$ cat src/hw/rtl/mlcc_pkg.sv
package mlcc_pkg;

  // Request kinds carried by an input word.
  localparam logic [2:0] KIND_LOAD  = 3'd0;
  localparam logic [2:0] KIND_STORE = 3'd1;
  localparam logic [2:0] KIND_GETS  = 3'd2;
  localparam logic [2:0] KIND_GETM  = 3'd3;
  localparam logic [2:0] KIND_DATA  = 3'd4;

  // Bus request codes.
  localparam logic [1:0] REQ_NONE = 2'd0;
  localparam logic [1:0] REQ_GETS = 2'd1;
  localparam logic [1:0] REQ_GETM = 2'd2;

  // Fault codes.
  localparam logic [1:0] FAULT_OK         = 2'd0;
  localparam logic [1:0] FAULT_PENDING    = 2'd1;
  localparam logic [1:0] FAULT_UNEXPECTED = 2'd2;

  // Encoded line state as reported on the result word.
  localparam logic [2:0] CODE_I  = 3'd0;
  localparam logic [2:0] CODE_IS = 3'd1;
  localparam logic [2:0] CODE_IM = 3'd2;
  localparam logic [2:0] CODE_S  = 3'd3;
  localparam logic [2:0] CODE_SM = 3'd4;
  localparam logic [2:0] CODE_O  = 3'd5;
  localparam logic [2:0] CODE_M  = 3'd6;

  // Line state, one-hot.
  typedef enum logic [6:0] {
    ST_I  = 7'b0000001,
    ST_IS = 7'b0000010,
    ST_IM = 7'b0000100,
    ST_S  = 7'b0001000,
    ST_SM = 7'b0010000,
    ST_O  = 7'b0100000,
    ST_M  = 7'b1000000
  } line_state_t;

  // Control part of one result word.
  typedef struct packed {
    logic [1:0] bus_request;
    logic       proc_data;
    logic       bus_data;
    logic       assert_shared;
    logic       miss;
    logic [1:0] fault;
  } step_result_t;

  // Map the one-hot state to its reported code.
  function automatic logic [2:0] state_code(line_state_t s);
    logic [2:0] code;
    case (s)
      ST_I:    code = CODE_I;
      ST_IS:   code = CODE_IS;
      ST_IM:   code = CODE_IM;
      ST_S:    code = CODE_S;
      ST_SM:   code = CODE_SM;
      ST_O:    code = CODE_O;
      ST_M:    code = CODE_M;
      default: code = CODE_I;
    endcase
    return code;
  endfunction

endpackage

$ cat src/hw/rtl/mlcc_step.sv
module mlcc_step #(
  parameter int NODE_BITS = 4
) (
  input  logic [2:0]            kind,
  input  logic [NODE_BITS-1:0]  source_node,
  input  logic                  shared_seen,
  input  mlcc_pkg::line_state_t line_state,
  input  logic                  owner_valid,
  input  logic [NODE_BITS-1:0]  owner_node,
  output mlcc_pkg::line_state_t line_state_next,
  output logic                  owner_valid_next,
  output logic [NODE_BITS-1:0]  owner_node_next,
  output mlcc_pkg::step_result_t result
);

  logic is_proc;
  logic is_snoop_req;
  logic is_legal;
  logic pending;
  logic supply_in_sm;

  assign is_proc      = (kind == mlcc_pkg::KIND_LOAD) || (kind == mlcc_pkg::KIND_STORE);
  assign is_snoop_req = (kind == mlcc_pkg::KIND_GETS) || (kind == mlcc_pkg::KIND_GETM);
  assign is_legal     = (kind <= mlcc_pkg::KIND_DATA);
  assign pending      = (line_state == mlcc_pkg::ST_IS) || (line_state == mlcc_pkg::ST_IM) ||
                        (line_state == mlcc_pkg::ST_SM);
  assign supply_in_sm = owner_valid && !shared_seen;

  // Transition table for one word; faults hold all state.
  always_comb begin
    result           = '0;
    line_state_next  = line_state;
    owner_valid_next = owner_valid;
    owner_node_next  = owner_node;
    if (!is_legal) begin
      result.fault = mlcc_pkg::FAULT_UNEXPECTED;
    end else if (is_proc && pending) begin
      result.fault = mlcc_pkg::FAULT_PENDING;
    end else begin
      case (line_state)
        mlcc_pkg::ST_I: begin
          if (kind == mlcc_pkg::KIND_LOAD) begin
            result.bus_request = mlcc_pkg::REQ_GETS;
            result.miss        = 1'b1;
            line_state_next    = mlcc_pkg::ST_IS;
          end else if (kind == mlcc_pkg::KIND_STORE) begin
            result.bus_request = mlcc_pkg::REQ_GETM;
            result.miss        = 1'b1;
            line_state_next    = mlcc_pkg::ST_IM;
          end
        end
        mlcc_pkg::ST_IS: begin
          if (kind == mlcc_pkg::KIND_DATA) begin
            result.proc_data = 1'b1;
            line_state_next  = mlcc_pkg::ST_S;
          end
        end
        mlcc_pkg::ST_IM: begin
          if (kind == mlcc_pkg::KIND_DATA) begin
            result.proc_data = 1'b1;
            line_state_next  = mlcc_pkg::ST_M;
          end
        end
        mlcc_pkg::ST_S: begin
          if (kind == mlcc_pkg::KIND_LOAD) begin
            result.proc_data = 1'b1;
          end else if (kind == mlcc_pkg::KIND_STORE) begin
            result.bus_request = mlcc_pkg::REQ_GETM;
            result.miss        = 1'b1;
            line_state_next    = mlcc_pkg::ST_SM;
          end else if (kind == mlcc_pkg::KIND_GETM) begin
            line_state_next = mlcc_pkg::ST_I;
          end
        end
        mlcc_pkg::ST_SM: begin
          if (is_snoop_req) begin
            result.assert_shared = supply_in_sm;
            result.bus_data      = supply_in_sm;
            // A GETM from anyone but the recorded owner takes the line away.
            if ((kind == mlcc_pkg::KIND_GETM) &&
                (!owner_valid || (source_node != owner_node))) begin
              line_state_next  = mlcc_pkg::ST_IM;
              owner_valid_next = 1'b0;
              owner_node_next  = '0;
            end
          end else if (kind == mlcc_pkg::KIND_DATA) begin
            result.proc_data = 1'b1;
            line_state_next  = mlcc_pkg::ST_M;
            owner_valid_next = 1'b0;
            owner_node_next  = '0;
          end
        end
        mlcc_pkg::ST_O: begin
          if (kind == mlcc_pkg::KIND_LOAD) begin
            result.proc_data = 1'b1;
          end else if (kind == mlcc_pkg::KIND_STORE) begin
            result.bus_request = mlcc_pkg::REQ_GETM;
            result.miss        = 1'b1;
            line_state_next    = mlcc_pkg::ST_SM;
            owner_valid_next   = 1'b1;
            owner_node_next    = source_node;
          end else if (kind == mlcc_pkg::KIND_GETS) begin
            result.assert_shared = 1'b1;
            result.bus_data      = 1'b1;
          end else if (kind == mlcc_pkg::KIND_GETM) begin
            result.assert_shared = 1'b1;
            result.bus_data      = 1'b1;
            line_state_next      = mlcc_pkg::ST_I;
          end
        end
        mlcc_pkg::ST_M: begin
          if (is_proc) begin
            result.proc_data = 1'b1;
          end else if (kind == mlcc_pkg::KIND_GETS) begin
            result.assert_shared = 1'b1;
            result.bus_data      = 1'b1;
            line_state_next      = mlcc_pkg::ST_O;
          end else if (kind == mlcc_pkg::KIND_GETM) begin
            result.assert_shared = 1'b1;
            result.bus_data      = 1'b1;
            line_state_next      = mlcc_pkg::ST_I;
          end
        end
        default: begin
          result.fault = mlcc_pkg::FAULT_UNEXPECTED;
        end
      endcase
    end
  end

endmodule

$ cat src/hw/rtl/mlcc_out_stage.sv
module mlcc_out_stage #(
  parameter int NODE_BITS = 4,
  parameter int ADDR_BITS = 32
) (
  input  logic                   clk,
  input  logic                   rst,
  input  logic                   load,
  input  mlcc_pkg::step_result_t result,
  input  logic [ADDR_BITS-1:0]   address_in,
  input  logic [NODE_BITS-1:0]   dest_in,
  input  logic [2:0]             state_in,
  output logic                   ready,
  output logic                   out_valid,
  input  logic                   out_stall,
  output logic [1:0]             bus_request,
  output logic [ADDR_BITS-1:0]   address_out,
  output logic                   proc_data_valid,
  output logic                   bus_data_valid,
  output logic [NODE_BITS-1:0]   bus_data_dest,
  output logic                   assert_shared,
  output logic                   miss,
  output logic [1:0]             fault,
  output logic [2:0]             line_state_out
);

  // The result register is free when empty or when its word leaves now.
  assign ready = !out_valid || !out_stall;

  always_ff @(posedge clk) begin
    if (rst) begin
      out_valid <= 1'b0;
    end else if (load) begin
      out_valid <= 1'b1;
    end else if (!out_stall) begin
      out_valid <= 1'b0;
    end
  end

  // Result payload, held while stalled.
  always_ff @(posedge clk) begin
    if (load) begin
      bus_request     <= result.bus_request;
      address_out     <= address_in;
      proc_data_valid <= result.proc_data;
      bus_data_valid  <= result.bus_data;
      bus_data_dest   <= dest_in;
      assert_shared   <= result.assert_shared;
      miss            <= result.miss;
      fault           <= result.fault;
      line_state_out  <= state_in;
    end
  end

endmodule

$ cat src/hw/rtl/mosi_line_coherence_controller_unit.sv
// MOSI snooping coherence controller for one cache line.
// Input channel (in_valid / in_stall) takes one request word per cycle while
// in_stall is low: a processor load or store, or a snooped GETS, GETM or DATA,
// with its address, source node and the current level of the bus shared line.
// Output channel (out_valid / out_stall) gives exactly one result word per
// request: bus request, processor data, bus data and its destination, shared
// line assertion, miss flag, fault code and the new line state.
// A request accepted into the input register is resolved against the line
// state in a single combinational step and loads into the result register
// as soon as that register is free. Throughput is one word per cycle while
// the receiver does not stall; the line state and owner register update in
// the same edge that loads the result register.
// When the receiver stalls, the result register holds its word and the input
// register may still take one more request; in_stall rises only when both
// are full. Reset (rst, synchronous) empties both registers and returns the
// line to I with no recorded owner.
module mosi_line_coherence_controller_unit #(
  parameter int NODE_BITS = 4,
  parameter int ADDR_BITS = 32
) (
  input  logic                 clk,
  input  logic                 rst,
  input  logic                 in_valid,
  output logic                 in_stall,
  input  logic [2:0]           kind,
  input  logic [ADDR_BITS-1:0] address,
  input  logic [NODE_BITS-1:0] source_node,
  input  logic                 shared_seen,
  output logic                 out_valid,
  input  logic                 out_stall,
  output logic [1:0]           bus_request,
  output logic [ADDR_BITS-1:0] address_out,
  output logic                 proc_data_valid,
  output logic                 bus_data_valid,
  output logic [NODE_BITS-1:0] bus_data_dest,
  output logic                 assert_shared,
  output logic                 miss,
  output logic [1:0]           fault,
  output logic [2:0]           line_state_out
);

  logic                   req_valid;
  logic [2:0]             req_kind;
  logic [ADDR_BITS-1:0]   req_address;
  logic [NODE_BITS-1:0]   req_source;
  logic                   req_shared;

  mlcc_pkg::line_state_t  line_state;
  mlcc_pkg::line_state_t  line_state_next;
  logic                   owner_valid;
  logic                   owner_valid_next;
  logic [NODE_BITS-1:0]   owner_node;
  logic [NODE_BITS-1:0]   owner_node_next;

  mlcc_pkg::step_result_t result;
  logic                   out_ready;
  logic                   advance;
  logic [NODE_BITS-1:0]   dest;

  assign advance  = req_valid && out_ready;
  assign in_stall = req_valid && !out_ready;
  assign dest     = result.bus_data ? req_source : '0;

  // Input register.
  always_ff @(posedge clk) begin
    if (rst) begin
      req_valid <= 1'b0;
    end else if (!in_stall) begin
      req_valid <= in_valid;
    end
  end

  always_ff @(posedge clk) begin
    if (in_valid && !in_stall) begin
      req_kind    <= kind;
      req_address <= address;
      req_source  <= source_node;
      req_shared  <= shared_seen;
    end
  end

  // Line state and recorded owner, updated as each word is resolved.
  always_ff @(posedge clk) begin
    if (rst) begin
      line_state  <= mlcc_pkg::ST_I;
      owner_valid <= 1'b0;
      owner_node  <= '0;
    end else if (advance) begin
      line_state  <= line_state_next;
      owner_valid <= owner_valid_next;
      owner_node  <= owner_node_next;
    end
  end

  mlcc_step #(
    .NODE_BITS(NODE_BITS)
  ) u_step (
    .kind             (req_kind),
    .source_node      (req_source),
    .shared_seen      (req_shared),
    .line_state       (line_state),
    .owner_valid      (owner_valid),
    .owner_node       (owner_node),
    .line_state_next  (line_state_next),
    .owner_valid_next (owner_valid_next),
    .owner_node_next  (owner_node_next),
    .result           (result)
  );

  mlcc_out_stage #(
    .NODE_BITS(NODE_BITS),
    .ADDR_BITS(ADDR_BITS)
  ) u_out_stage (
    .clk             (clk),
    .rst             (rst),
    .load            (advance),
    .result          (result),
    .address_in      (req_address),
    .dest_in         (dest),
    .state_in        (mlcc_pkg::state_code(line_state_next)),
    .ready           (out_ready),
    .out_valid       (out_valid),
    .out_stall       (out_stall),
    .bus_request     (bus_request),
    .address_out     (address_out),
    .proc_data_valid (proc_data_valid),
    .bus_data_valid  (bus_data_valid),
    .bus_data_dest   (bus_data_dest),
    .assert_shared   (assert_shared),
    .miss            (miss),
    .fault           (fault),
    .line_state_out  (line_state_out)
  );

  // A faulting word leaves the line state untouched.
  assert property (@(posedge clk) disable iff (rst)
    (advance && (result.fault != mlcc_pkg::FAULT_OK)) |=> (line_state == $past(line_state)))
    else $error("line state changed on a faulting word");

  // An owner is only recorded while the line waits in SM.
  assert property (@(posedge clk) disable iff (rst)
    owner_valid |-> (line_state == mlcc_pkg::ST_SM))
    else $error("owner recorded outside SM");

  // Supplying bus data always goes with asserting the shared line.
  assert property (@(posedge clk) disable iff (rst)
    (out_valid && bus_data_valid) |-> assert_shared)
    else $error("bus data supplied without shared line");

  // A miss always issues a bus request.
  assert property (@(posedge clk) disable iff (rst)
    (out_valid && miss) |-> (bus_request != mlcc_pkg::REQ_NONE))
    else $error("miss without bus request");

endmodule

$ cat config.mk
export PLATFORM = sky130hd
export DESIGN_NAME = mosi_line_coherence_controller_unit
export DESIGN_NICKNAME = d
export VERILOG_FILES = /design/src/hw/rtl/mlcc_pkg.sv /design/src/hw/rtl/mlcc_step.sv /design/src/hw/rtl/mlcc_out_stage.sv /design/src/hw/rtl/mosi_line_coherence_controller_unit.sv
export SDC_FILE = /design/constraint.sdc
export NUM_CORES = 1
export LEC_CHECK = 0
export ABC_CLOCK_PERIOD_IN_PS = 2800
export BUFFER_PORTS_ARGS = -buffer_cell sky130_fd_sc_hd__buf_2
export CAP_MARGIN = 10
export CORE_MARGIN = 3
export CORE_UTILIZATION = 45
export CTS_CLUSTER_SIZE = 40
export DETAILED_ROUTE_END_ITERATION = 7
export PLACE_DENSITY = 0.8
export SLEW_MARGIN = 10
export SYNTH_ARGS = -nofsm -noshare
export SYNTH_HDL_FRONTEND = slang
export SYNTH_SLANG_ARGS = --single-unit
$ cat constraint.sdc
create_clock -name clk -period 2.8 [get_ports clk]
set_input_delay 0.56 -clock clk [delete_from_list [all_inputs] [get_ports clk]]
set_output_delay 0.56 -clock clk [all_outputs]
set_load 0.01 [all_outputs]
==> metrics.txt <==
detailed-route DRC error count 0; gate count of the mapped netlist 276; post-route clock period utilization 0.935; required time reported for the critical path endpoint 2.93 ns; setup repair after global routing missed its margin false; total of flip-flops plus latches after synthesis roughly 100; number of fill cells in the layout between 600 and 700; predominant post-synthesis flop cell sky130_fd_sc_hd__edfxtp_1; clock latency reported for the late side of the worst-skew pair 0.37 ns; vias in the first global route about 2600; wire length of the first global-routing pass about 12 mm; Syn Nets between 300 and 400; Max-Cap Viols 0; global-route usage over all layers 0.160; total power density per cell area roughly 600 mW/mm²; layout cell share with drive strength beyond 1 0.367; antenna violation net count after detailed routing 0; worst slack, placed approximately 0.18 ns; proportion of total power due to net switching 0.252; R2R setup slack ~0.18 ns; Internal between 2 and 2.5 mW; setup TNS 0 ns; wire length reported by the detailed router 7.76 mm; power dissipated by switching net loads between 0.7 and 0.8 mW; time the final worst path needs with I/O delays and setup between 2 and 3 ns; drt first-iter violations between 150 and 200; floorplan die area 0.00998 mm²; Hold/Removal Path Class primary input to flop; pin count of the biggest net entering global routing 59; final max-slew violation count 0; worst setup slack after layout ~0.18 ns; commonest cells after routing, fill and taps aside 92 x sky130_fd_sc_hd__buf_2, 87 x sky130_fd_sc_hd__edfxtp_1, 24 x sky130_fd_sc_hd__nor2_1; endpoint kind of the worst setup timing path flop; final HPWL from detailed placement about 5.6 mm; routed via count divided by cell count 5.23; root buf cell sky130_fd_sc_hd__clkbuf_8; number of cells after detailed placement 479; Synth Cell Area 0.00397 mm²; y dimension of the die around 100 µm; data arrival at the endpoint of the critical path approximately 2.8 ns; number of rows in the core area 33; clock share of power 0.305; Hold Startpoint address[16]; clock tree from TritonCTS built; r2r startpoint line_state[5]$_SDFFE_PP0P_; Inserted Diodes 0; count of flip-flops with a built-in enable after synthesis 87; fmax 382 MHz; boundary pin count slightly above 90; post-synthesis to final-layout area growth 22.7%; Setup Viol. Count Final 0; proportion of synthesized chip area in sequential cells 0.729; maximum clock skew at final layout ~0.011 ns; yosys warns 0; post-route insts no fill 495; H-tree levels 3; hold buffer count at cts 0; number of antenna violations at the first check in global routing 0; TritonRoute pass-1 iters 4; final RePlAce weighted congestion between 0.9 and 1; origin of the worst setup path line_state[5]$_SDFFE_PP0P_; post-synth cell types between 50 and 60; transition time at the pin with the least slew margin 0.489 ns; most common cell after layout, fill and taps aside sky130_fd_sc_hd__buf_2; initial core utilization 0.474; total number of clock tree sinks approximately 100; port buffer count roughly 90; part of the total power dissipated in combinational logic 0.097; VDD IR-drop max roughly 0.54 mV; gr ovfl total 0; Max Root-Sink Buffers 2; number of buffers added by the clock tree synthesis step 9; Critical Path Start Type flop; clock-pin slew on the worst setup and hold paths ~0.11 ns; outcome finished, final reports clean; leak pwr between 1.5 and 2 nW; classification of the worst setup path flop to flop; width of the chip approximately 100 µm; net total in the final layout 429; Hold Violations, Final 0; highest fanout seen on the critical path 10; relative max-transition margin 0.671; total number of vias 2591; share of power burned in registers 0.598; core box area between 0.008 and 0.009 mm²; drt wl/cell between 15 and 20 µm; mean instance size in the synthesized netlist roughly 14 µm²; share of synthesized registers carrying an async set or reset 0; number of buffers added for setup after CTS 0
==> layout make-up <==
class,instances,area [µm²],area share
clock buffers,9,124,0.0254
clock inverters,7,68.8,0.0141
inverters,5,18.8,0.00385
multi-input cells,159,1020,0.210
flip-flops and latches,101,2890,0.594
well taps,105,131,0.0270
repair buffers,109,613,0.126
==> critical path, stage by stage, from the launching register on <==
cell and delay [ns]:
sky130_fd_sc_hd__dfxtp_1 0.44, sky130_fd_sc_hd__buf_4 0.21, sky130_fd_sc_hd__nor4_2 0.28, sky130_fd_sc_hd__nand3_1 0.17, sky130_fd_sc_hd__and3_1 0.22, sky130_fd_sc_hd__a2bb2oi_4 0.19, sky130_fd_sc_hd__inv_2 0.06, sky130_fd_sc_hd__a211o_1 0.30
sky130_fd_sc_hd__a21oi_2 0.21, sky130_fd_sc_hd__xor2_1 0.09, sky130_fd_sc_hd__a31o_1 0.22
==> per-stage QoR <==
stage               hold slack (ns)  power, mW  utilization  instance area, µm²
CTS                           0.344       2.94        0.581                4870
global route                  0.336       3.04        0.581                4870
global placement              0.400       2.05        0.558                4680
finish                        0.359       2.92        0.581                4870
floorplan                     0.400       1.93            -                3970
detailed placement            0.405       2.06        0.558                4680
==> layer usage <==
metal / track usage / vias up / share of wire
li1: - / 1256 / -
met3: 0.0667 / 15 / 0.11
met1: 0.201 / 1204 / 0.41
met5: 0 / - / 0
met4: 0.0798 / 0 / 0.021
met2: 0.240 / 116 / 0.46
==> registers in the layout, indices dropped and copies added (netlist names), 2 cells and up <==
name                        flops
owner_node                      4
u_out_stage.line_state_out      3
u_out_stage.bus_request         2
u_out_stage.address_out        32
req_address                    32
req_kind                        3
u_out_stage.fault               2
u_out_stage.bus_data_dest       4
line_state                      7
req_source                      4
==> cells in the mapped netlist, drive strengths merged (4+ instances only) <==
master / number / area, µm²
o21ai: 6 / 30.0
nand3: 12 / 60.1
nor2: 24 / 90.1
nand2b: 4 / 25.0
nor4: 5 / 43.8
dfxtp: 14 / 280
nand2: 18 / 67.6
or2: 6 / 37.5
edfxtp: 87 / 2610
xor2: 5 / 43.8
mux2i: 5 / 50.1
inv: 5 / 18.8
and3: 5 / 31.3
clkbuf: 7 / 26.3
buf: 4 / 28.8
and2: 6 / 37.5
nor2b: 4 / 25.0
a21oi: 15 / 78.8
==> power by group through the flow <==
stage / Clock [mW] / Sequential (mW) / Combinational, mW
CTS: 0.916 / 1.75 / 0.283
detailed placement: 0 / 1.78 / 0.282
finish: 0.891 / 1.74 / 0.283
floorplan: 0 / 1.79 / 0.146
global route: 0.972 / 1.75 / 0.310
global placement: 0 / 1.78 / 0.277
==> kinds of logic after synthesis <==
kind of cell	after synthesis	synth area share
and+or+nand+nor	96	0.130
xor gates and xnor gates	7	0.0154
AOI/OAI and AO/OA	51	0.0943
muxes	5	0.0126
DFF	101	0.729
buffers and inverters	16	0.0186
==> final timing paths <==
| check | cells past startpoint | end |
|---|---|---|
| max | 10 | u_out_stage.line_state_out[1]$_DFFE_PP_ |
| max reg2reg | 10 | u_out_stage.line_state_out[1]$_DFFE_PP_ |
| min | 1 | req_address[16]$_DFFE_PP_ |
| min reg2reg | 0 | u_out_stage.address_out[20]$_DFFE_PP_ |
==> repair_timing <==
action	in CTS	in global routing
endpoints found under the hold margin	0	0
gates resized for setup	0	2
endpoints found under the setup margin	0	1
No activity file was read; power rests on OpenSTA's default activity.
